### config.mk
export PLATFORM = sky130hd
export DESIGN_NAME = xor_checked_frame_deframer_core
export DESIGN_NICKNAME = d
export VERILOG_FILES = /design/src/rtl/xcfd_pkg.sv /design/src/rtl/xcfd_front.sv /design/src/rtl/xcfd_back.sv /design/src/rtl/xor_checked_frame_deframer_core.sv
export SDC_FILE = /design/constraint.sdc
export NUM_CORES = 1
export LEC_CHECK = 0
export BUFFER_PORTS_ARGS = -buffer_cell sky130_fd_sc_hd__buf_2
export CAP_MARGIN = 30
export CELL_PAD_IN_SITES_DETAIL_PLACEMENT = 0
export CELL_PAD_IN_SITES_GLOBAL_PLACEMENT = 1
export CORE_UTILIZATION = 51
export DETAILED_ROUTE_END_ITERATION = 8
export GPL_ROUTABILITY_DRIVEN = 0
export PLACE_DENSITY = 0.76
export SYNTH_ARGS = -nofsm -noshare
export SYNTH_HDL_FRONTEND = slang
export SYNTH_HIERARCHICAL = 1
export SYNTH_SLANG_ARGS = --single-unit
### constraint.sdc
create_clock -name i_clk -period 4.28 [get_ports i_clk]
set_input_delay 0.214 -clock i_clk [delete_from_list [all_inputs] [get_ports i_clk]]
set_output_delay 0.214 -clock i_clk [all_outputs]
set_load 0.05 [all_outputs]
### src/rtl/xcfd_pkg.sv
package xcfd_pkg;

    localparam int unsigned CFG_IDX_W = 3;
    localparam int unsigned CFG_DATA_W = 16;
    localparam int unsigned OFFSET_W = 17;
    localparam int unsigned IN_TDATA_W = 8;
    localparam int unsigned OUT_TDATA_W = 72;
    localparam int unsigned OUT_TUSER_W = 2;

    localparam logic [CFG_IDX_W-1:0] CFG_MAX_PAYLOAD_LEN = 3'd0;
    localparam logic [CFG_IDX_W-1:0] CFG_LOGIN_CODE = 3'd1;
    localparam logic [CFG_IDX_W-1:0] CFG_LOGOUT_CODE = 3'd2;
    localparam logic [CFG_IDX_W-1:0] CFG_QUERY_CODE = 3'd3;
    localparam logic [CFG_IDX_W-1:0] CFG_USERDEF_CODE = 3'd4;

    localparam logic [1:0] KIND_HEADER = 2'd0;
    localparam logic [1:0] KIND_PAYLOAD = 2'd1;
    localparam logic [1:0] KIND_END = 2'd2;

    localparam logic [2:0] ST_OK = 3'd0;
    localparam logic [2:0] ST_BAD_START = 3'd1;
    localparam logic [2:0] ST_LENGTH = 3'd2;
    localparam logic [2:0] ST_CHECKSUM = 3'd3;
    localparam logic [2:0] ST_LOGIN_SHORT = 3'd4;
    localparam logic [2:0] ST_LOGOUT_SHORT = 3'd5;
    localparam logic [2:0] ST_MISMATCH = 3'd6;

    localparam logic [7:0] START_WORD [4] = '{8'h76, 8'h69, 8'h65, 8'h77};

    typedef struct packed {
        logic [1:0]          kind;
        logic [7:0]          out_byte;
        logic [OFFSET_W-1:0] byte_offset;
        logic [2:0]          status;
        logic [7:0]          command;
        logic [7:0]          sw_version;
        logic [7:0]          protocol_id;
        logic [15:0]         payload_length;
        logic                frame_last;
    } t_result;

endpackage

### src/rtl/xcfd_front.sv
module xcfd_front (
    input  logic                           i_clk,
    input  logic                           i_rst_n,
    input  logic                           i_cfg_we,
    input  logic [xcfd_pkg::CFG_IDX_W-1:0] i_cfg_index,
    input  logic [xcfd_pkg::CFG_DATA_W-1:0] i_cfg_data,
    input  logic                           i_valid,
    input  logic [7:0]                     i_byte,
    input  logic                           i_last,
    input  logic                           i_space,
    output logic                           o_ready,
    output logic                           o_push,
    output xcfd_pkg::t_result              o_result
);
    import xcfd_pkg::*;

    typedef enum logic [1:0] {
        PH_HEADER,
        PH_PAYLOAD,
        PH_CHECK,
        PH_DROP
    } t_phase;

    localparam logic [OFFSET_W-1:0] OFF_CMD = 17'd4;
    localparam logic [OFFSET_W-1:0] OFF_VER = 17'd40;
    localparam logic [OFFSET_W-1:0] OFF_PROT = 17'd41;
    localparam logic [OFFSET_W-1:0] OFF_LEN_HI = 17'd42;
    localparam logic [OFFSET_W-1:0] OFF_LEN_LO = 17'd43;

    logic [15:0] r_max_len;
    logic [7:0]  r_login;
    logic [7:0]  r_logout;
    logic [7:0]  r_query;
    logic [7:0]  r_userdef;

    t_phase              r_phase, n_phase;
    logic [OFFSET_W-1:0] r_off, n_off;
    logic [7:0]          r_xor, n_xor;
    logic [7:0]          r_cmd, n_cmd;
    logic [7:0]          r_ver, n_ver;
    logic [7:0]          r_prot, n_prot;
    logic [15:0]         r_len, n_len;

    logic                accept;
    logic                emit;
    logic                close;
    logic [1:0]          res_kind;
    logic [2:0]          res_status;
    logic [7:0]          h_cmd, h_ver, h_prot;
    logic [15:0]         h_len;
    logic [7:0]          hdr_xor;

    function automatic logic [2:0] command_status(
        input logic [7:0]  cmd,
        input logic [15:0] len,
        input logic [7:0]  login,
        input logic [7:0]  logout,
        input logic [7:0]  query,
        input logic [7:0]  userdef
    );
        logic [2:0] st;
        if (cmd == login) begin
            st = (len < 16'd8) ? ST_LOGIN_SHORT : ((len > 16'd8) ? ST_MISMATCH : ST_OK);
        end else if (cmd == logout) begin
            st = (len < 16'd8) ? ST_LOGOUT_SHORT : ((len > 16'd8) ? ST_MISMATCH : ST_OK);
        end else if (cmd == query) begin
            st = (len != 16'd0) ? ST_MISMATCH : ST_OK;
        end else if (cmd == userdef) begin
            st = ST_OK;
        end else begin
            st = (len != 16'd0) ? ST_MISMATCH : ST_OK;
        end
        return st;
    endfunction

    assign o_ready = i_space;
    assign accept = i_valid & i_space;

    always_comb begin
        h_cmd = (r_off == OFF_CMD) ? i_byte : r_cmd;
        h_ver = (r_off == OFF_VER) ? i_byte : r_ver;
        h_prot = (r_off == OFF_PROT) ? i_byte : r_prot;
        if (r_off == OFF_LEN_HI) begin
            h_len = {i_byte, 8'h00};
        end else if (r_off == OFF_LEN_LO) begin
            h_len = {r_len[15:8], i_byte};
        end else begin
            h_len = r_len;
        end
        hdr_xor = (r_off >= 17'd2) ? (r_xor ^ i_byte) : r_xor;
    end

    always_comb begin
        n_phase = r_phase;
        n_off = r_off;
        n_xor = r_xor;
        n_cmd = r_cmd;
        n_ver = r_ver;
        n_prot = r_prot;
        n_len = r_len;
        emit = 1'b0;
        close = 1'b0;
        res_kind = KIND_HEADER;
        res_status = ST_OK;

        unique case (r_phase)
            PH_DROP: begin
            end
            PH_HEADER: begin
                emit = 1'b1;
                n_cmd = h_cmd;
                n_ver = h_ver;
                n_prot = h_prot;
                n_len = h_len;
                n_xor = hdr_xor;
                if (r_off < 17'd4 && i_byte != START_WORD[r_off[1:0]]) begin
                    res_kind = KIND_END;
                    res_status = ST_BAD_START;
                    close = 1'b1;
                end else if (r_off == OFF_LEN_LO && h_len > r_max_len) begin
                    res_kind = KIND_END;
                    res_status = ST_LENGTH;
                    close = 1'b1;
                end else if (i_last) begin
                    res_kind = KIND_END;
                    res_status = ST_LENGTH;
                    close = 1'b1;
                end else begin
                    n_off = r_off + 17'd1;
                    if (r_off == OFF_LEN_LO) begin
                        n_phase = (h_len == 16'd0) ? PH_CHECK : PH_PAYLOAD;
                    end
                end
            end
            PH_PAYLOAD: begin
                emit = 1'b1;
                n_xor = r_xor ^ i_byte;
                if (i_last) begin
                    res_kind = KIND_END;
                    res_status = ST_LENGTH;
                    close = 1'b1;
                end else begin
                    res_kind = KIND_PAYLOAD;
                    n_off = r_off + 17'd1;
                    if ({1'b0, r_off} >= 18'(OFF_LEN_LO) + 18'(r_len)) begin
                        n_phase = PH_CHECK;
                    end
                end
            end
            PH_CHECK: begin
                emit = 1'b1;
                close = 1'b1;
                res_kind = KIND_END;
                res_status = (r_xor != i_byte) ? ST_CHECKSUM :
                    command_status(r_cmd, r_len, r_login, r_logout, r_query, r_userdef);
            end
            default: begin
            end
        endcase

        if (close) begin
            n_phase = PH_DROP;
        end
        if ((close || r_phase == PH_DROP) && i_last) begin
            n_phase = PH_HEADER;
            n_off = '0;
            n_xor = '0;
            n_cmd = '0;
            n_ver = '0;
            n_prot = '0;
            n_len = '0;
        end
    end

    assign o_push = accept & emit;

    always_comb begin
        o_result.kind = res_kind;
        o_result.out_byte = i_byte;
        o_result.byte_offset = r_off;
        o_result.status = res_status;
        o_result.command = (r_phase == PH_HEADER) ? h_cmd : r_cmd;
        o_result.sw_version = (r_phase == PH_HEADER) ? h_ver : r_ver;
        o_result.protocol_id = (r_phase == PH_HEADER) ? h_prot : r_prot;
        o_result.payload_length = (r_phase == PH_HEADER) ? h_len : r_len;
        o_result.frame_last = (res_kind == KIND_END);
    end

    always_ff @(posedge i_clk) begin
        if (!i_rst_n) begin
            r_max_len <= 16'hFFFF;
            r_login <= 8'd1;
            r_logout <= 8'd2;
            r_query <= 8'd3;
            r_userdef <= 8'd4;
        end else if (i_cfg_we) begin
            unique case (i_cfg_index)
                CFG_MAX_PAYLOAD_LEN: r_max_len <= i_cfg_data;
                CFG_LOGIN_CODE:      r_login <= i_cfg_data[7:0];
                CFG_LOGOUT_CODE:     r_logout <= i_cfg_data[7:0];
                CFG_QUERY_CODE:      r_query <= i_cfg_data[7:0];
                CFG_USERDEF_CODE:    r_userdef <= i_cfg_data[7:0];
                default: begin
                end
            endcase
        end
    end

    always_ff @(posedge i_clk) begin
        if (!i_rst_n) begin
            r_phase <= PH_HEADER;
            r_off <= '0;
            r_xor <= '0;
            r_cmd <= '0;
            r_ver <= '0;
            r_prot <= '0;
            r_len <= '0;
        end else if (accept) begin
            r_phase <= n_phase;
            r_off <= n_off;
            r_xor <= n_xor;
            r_cmd <= n_cmd;
            r_ver <= n_ver;
            r_prot <= n_prot;
            r_len <= n_len;
        end
    end

endmodule

### src/rtl/xcfd_back.sv
module xcfd_back (
    input  logic                                i_clk,
    input  logic                                i_rst_n,
    input  logic                                i_push,
    input  xcfd_pkg::t_result                   i_result,
    output logic                                o_space,
    output logic                                o_tvalid,
    input  logic                                i_tready,
    output logic [xcfd_pkg::OUT_TDATA_W-1:0]    o_tdata,
    output logic [xcfd_pkg::OUT_TUSER_W-1:0]    o_tuser,
    output logic                                o_tlast
);
    import xcfd_pkg::*;

    localparam int unsigned DEPTH = 4;
    localparam int unsigned PTR_W = $clog2(DEPTH);

    t_result           r_queue [DEPTH];
    logic [PTR_W-1:0]  r_wr_ptr;
    logic [PTR_W-1:0]  r_rd_ptr;
    logic [PTR_W:0]    r_count;
    logic              pop;
    t_result           head;

    assign o_space = (r_count != (PTR_W + 1)'(DEPTH));
    assign o_tvalid = (r_count != '0);
    assign pop = o_tvalid & i_tready;
    assign head = r_queue[r_rd_ptr];

    assign o_tdata = {4'h0, head.payload_length, head.protocol_id, head.sw_version,
                      head.command, head.status, head.byte_offset, head.out_byte};
    assign o_tuser = head.kind;
    assign o_tlast = head.frame_last;

    always_ff @(posedge i_clk) begin
        if (i_push) begin
            r_queue[r_wr_ptr] <= i_result;
        end
    end

    always_ff @(posedge i_clk) begin
        if (!i_rst_n) begin
            r_wr_ptr <= '0;
            r_rd_ptr <= '0;
            r_count <= '0;
        end else begin
            if (i_push) begin
                r_wr_ptr <= r_wr_ptr + 1'b1;
            end
            if (pop) begin
                r_rd_ptr <= r_rd_ptr + 1'b1;
            end
            if (i_push && !pop) begin
                r_count <= r_count + 1'b1;
            end else if (pop && !i_push) begin
                r_count <= r_count - 1'b1;
            end
        end
    end

endmodule

### src/rtl/xor_checked_frame_deframer_core.sv
// Byte-serial deframer for one packet per received buffer: checks the start word, captures
// the header, forwards the payload and verifies the trailing XOR check byte, closing each
// frame with a status transaction. One input byte is accepted every clock cycle while the
// four-entry result queue has space; each result is written to that queue as its byte is
// accepted. The input stalls only once four results wait unread on the output side.
module xor_checked_frame_deframer_core (
    input  logic                                i_clk,
    input  logic                                i_rst_n,
    input  logic                                i_cfg_we,
    input  logic [xcfd_pkg::CFG_IDX_W-1:0]      i_cfg_index,
    input  logic [xcfd_pkg::CFG_DATA_W-1:0]     i_cfg_data,
    input  logic                                s_axis_tvalid,
    output logic                                s_axis_tready,
    // [7:0] byte_value
    input  logic [xcfd_pkg::IN_TDATA_W-1:0]     s_axis_tdata,
    input  logic                                s_axis_tlast,
    output logic                                m_axis_tvalid,
    input  logic                                m_axis_tready,
    // [7:0] out_byte, [24:8] byte_offset, [27:25] status, [35:28] command,
    // [43:36] sw_version, [51:44] protocol_id, [67:52] payload_length, [71:68] zero
    output logic [xcfd_pkg::OUT_TDATA_W-1:0]    m_axis_tdata,
    // [1:0] kind
    output logic [xcfd_pkg::OUT_TUSER_W-1:0]    m_axis_tuser,
    output logic                                m_axis_tlast
);
    import xcfd_pkg::*;

    logic    space;
    logic    push;
    t_result result;

    xcfd_front u_front (
        .i_clk       (i_clk),
        .i_rst_n     (i_rst_n),
        .i_cfg_we    (i_cfg_we),
        .i_cfg_index (i_cfg_index),
        .i_cfg_data  (i_cfg_data),
        .i_valid     (s_axis_tvalid),
        .i_byte      (s_axis_tdata[7:0]),
        .i_last      (s_axis_tlast),
        .i_space     (space),
        .o_ready     (s_axis_tready),
        .o_push      (push),
        .o_result    (result)
    );

    xcfd_back u_back (
        .i_clk    (i_clk),
        .i_rst_n  (i_rst_n),
        .i_push   (push),
        .i_result (result),
        .o_space  (space),
        .o_tvalid (m_axis_tvalid),
        .i_tready (m_axis_tready),
        .o_tdata  (m_axis_tdata),
        .o_tuser  (m_axis_tuser),
        .o_tlast  (m_axis_tlast)
    );

endmodule
==> results.md <==
* DRT iter0 DRCs at 1,096
* Hold Slack at 0.0419 ns
* FF-to-FF End: u_front/r_off[9]
* Yosys reg bits at 408
* Via/cell ratio at slightly below 6
* DRT antenna net count at 0
* Die H at approximately 190 microns
* Register area share after synthesis at 60.5%
* Maximum fanout along the worst path at 8
* Tcrit/Tclk final at 93.7%
* Top-area cell type share of the netlist area at 46.9%
* Hold Path Origin: i_rst_n
* Power, Total at 11.4 mW
* Critical Path Start Type: flip-flop
* Clk slew on worst S/H paths at around 0.060 ns
* # IOs at 110
* Worst Tran Pin Value at 0.841 ns
* Maximum vdd drop at 0.000461 V
* Static Leak at ~7.7 nW
* P per Cell Area at 548 nW/um^2
* Hold endpoint: u_front/r_off[2]
* Total CTS buffers at 43
* Crit Path Category: reg2reg
* FF-to-FF path depth at 14
* Num rows at 68
* Max-slew violations at 0
* Root buf cell: clkbuf_16
* R2r setup slk at 0.27 ns
* Distinct cells, synth at 75
* Share of layout cells above drive strength 1 at 22.6%
* Worst skew pair latency at 0.55 ns
* Vias in the first global route at 11,346
* Slew headroom at 43.9%
* Max_cap viols at 0
* Port buffer count at 105
* Synthesized area at 18,200 sq um
* Synthesis Warnings at 6
* Core ar. at between 30,000 and 40,000 sq um
* Final setup fails at 0
* Final setup TNS at 0 ns
* F_max at 0.249 GHz
* Post-Route WL at approximately 44,000 microns
* Multi-input logic area at 6570 sq um
* Post-DR wirelength/cell at 22.2 microns
* DR pass1 iterations at 5
* Die area at 36,400 sq um
* Mapped Cells at 1,327
* Sink Count at ~410
* Top post-synthesis cells by area: edfxtp_1 47%, dfxtp_1 14%, mux4_2 8.7%, ha_1 3.1%, nand2_1 2.8%
* Top-count cell post-synth: edfxtp_1
* Required time worst endpoint at 4.76 ns
* Drc violations at 0
* Outcome: finished clean
* Area Overhead vs Synth at 14.6%
* First-pass GRT wire length at 66,900 microns
* Post-synth top area cell: edfxtp_1
* Final Hold Fails at 0
* Synth async-reset ratio at 0%
* Htree depth at 2
* Critical path endpoint category: flip-flop
* Final net count at between 1,500 and 2,000
* Starting Density at a little over half
* Fill cell count at 2,726
* Vias at ~11,000
* Detailed placer's ending HPWL at about 29,000 microns
* Syn avg cell area at between 10 and 15 sq um
* Post-synth EDFFs at 284
* Die width at around 190 microns
* Min-Delay Path Class: in2reg
* Largest net degree at the start of global routing at 62
* Minimum clock period at about 4.0 ns
* Ys flop type: edfxtp_1
* RSZ-0062 raised after global routing: false
* CTS tree: yes
* GRT Util Overall at about a quarter
* Hold path depth at 2
* Clk_skew at ~0.019 ns
* FF/Latch Area at approximately 11,000 sq um
* Arr. time, crit path at 4.49 ns
* Antenna violations before repair at 0
* Clk buf depth at 3
* Synth cell count leaders: 284 x edfxtp_1, 134 x nand2_1, 124 x dfxtp_1
* Antenna diode count at 0
* Grt ovf at 0
* R2R Path Start: u_front/r_off[0]
[worst max path at each step]
stage / from / endpoint / slack [ns] / cells after the start
after floorplan: u_front/r_off[0] / u_front/r_off[2] / 0.36 / 16
after global placement: u_front/r_off[0] / u_front/r_off[16] / 0.22 / 15
after detailed placement: u_front/r_off[0] / u_front/r_off[16] / 0.15 / 14
after CTS: u_front/r_off[0] / u_front/r_off[16] / 0.1 / 14
after global routing: u_front/r_off[0] / u_front/r_off[16] / 0.01 / 14
final: u_front/r_off[0] / u_front/r_off[9] / 0.27 / 14
[sequential cells by signal, summed over array words and instances (netlist names), named ones only]
register / count
u_front/r_query: 8
u_front/r_prot: 8
u_back/r_count: 3
u_front/r_off: 17
u_front/r_len: 16
u_front/r_logout: 8
u_front/r_userdef: 8
u_back/r_wr_ptr: 2
u_front/r_max_len: 16
u_back/r_queue: 284
u_front/r_phase: 2
u_front/r_cmd: 8
u_front/r_xor: 8
u_front/r_login: 8
u_back/r_rd_ptr: 2
u_front/r_ver: 8
[kinds of logic (layout without fill, tap and decap cells)]
family                     count (synthesis)  count (layout)  share of synthesized area (%)
other                                      1               4                         0.0206
and+or+nand+nor                          370             370                           10.6
AOI/OAI and AO/OA                        204             204                           7.77
adders and majority gates                 46              46                           3.21
muxes                                    116             116                           11.5
xor gates and xnor gates                  60              60                           2.89
DFF                                      408             408                           60.5
buffers and inverters                    122             295                           3.58
[where the power goes]
group	switching, mW	leakage [nW]	internal (mW)
registers	0.197	3.65	4.61
clock network	1.46	0.658	2.07
logic	2.13	3.35	0.951
[what timing repair did]
action / in CTS / in global routing
buffers inserted: 0 / 0
endpoints found under the hold margin: 42 / 0
setup endpoints to repair: 0 / 11
hold buffers: 16 / 0
resized for setup: 0 / 6
[routing by layer]
metal | track usage (%) | wire length (microns)
met1 | 35.4 | 19900
met2 | 38.9 | 20400
met3 | 4.03 | 2740
met4 | 4.89 | 516
met5 | 0 | 0
[stage by stage]
step                std cells  setup WS, ns  utilization (%)  instance area (sq um)
finish                   1958         0.268             59.9                  20800
floorplan                1330         0.362                -                  18200
global route             1958        0.0135             59.9                  20800
global placement         1861         0.220             55.4                  19300
CTS                      1957        0.0996             59.8                  20800
detailed placement       1862         0.149             55.4                  19300
[critical path: stages, from the launching register on]
cell and delay, ns:
dfxtp_1 0.30, inv_1 0.07, ha_1 0.20, and4b_1 0.24
and4_4 0.34, mux2i_2 0.29, inv_1 0.08, ha_1 0.31
nand4_2 0.15, or4_4 0.58, o211ai_2 0.17, a31oi_1 0.11
nor3_2 0.51, or4b_1 0.50, nand2_1 0.09
[final cells by class]
class	instances	area share, %
multi-input combinational	800	31.5
sequential	408	52.9
tap	455	2.73
timing repair buffer	180	5.79
clock buffer	55	5.48
inverter	36	0.648
clock inverter	24	0.943
[cells in the final DEF (no fill, tap or decap), types with 6 or more instances in the layout]
cell           Yosys  routed
nor2_1            53      52
ha_1              45      45
a21oi_1           31      31
clkinv_2           0       8
inv_1             36      36
or4_1              6       6
a22o_1             9       9
buf_2              9     105
or3b_2             9       9
a21boi_0          40      40
nand3_1           20      20
and2_1            23      19
xnor2_1           19      19
clkinv_1           0      11
nor4_1            13      13
dfxtp_1          124     122
nand2b_1           9       9
nor3_1             9       9
clkbuf_1          50      11
mux4_2            70      70
nand2_1          134     134
dlygate4sd3_1      0      16
edfxtp_1         284     284
mux2i_1           21      20
mux2_1            12      12
clkbuf_16          0      44
or3_1              9       8
a22oi_1           32      32
xor2_1            41      41
mux2_2            12      12
nand4_1           13      13
o211ai_1          19      19
buf_4             14      54
nor2b_1           40      40
o21ai_0           32      32
Power figures use the tool's default switching activity.
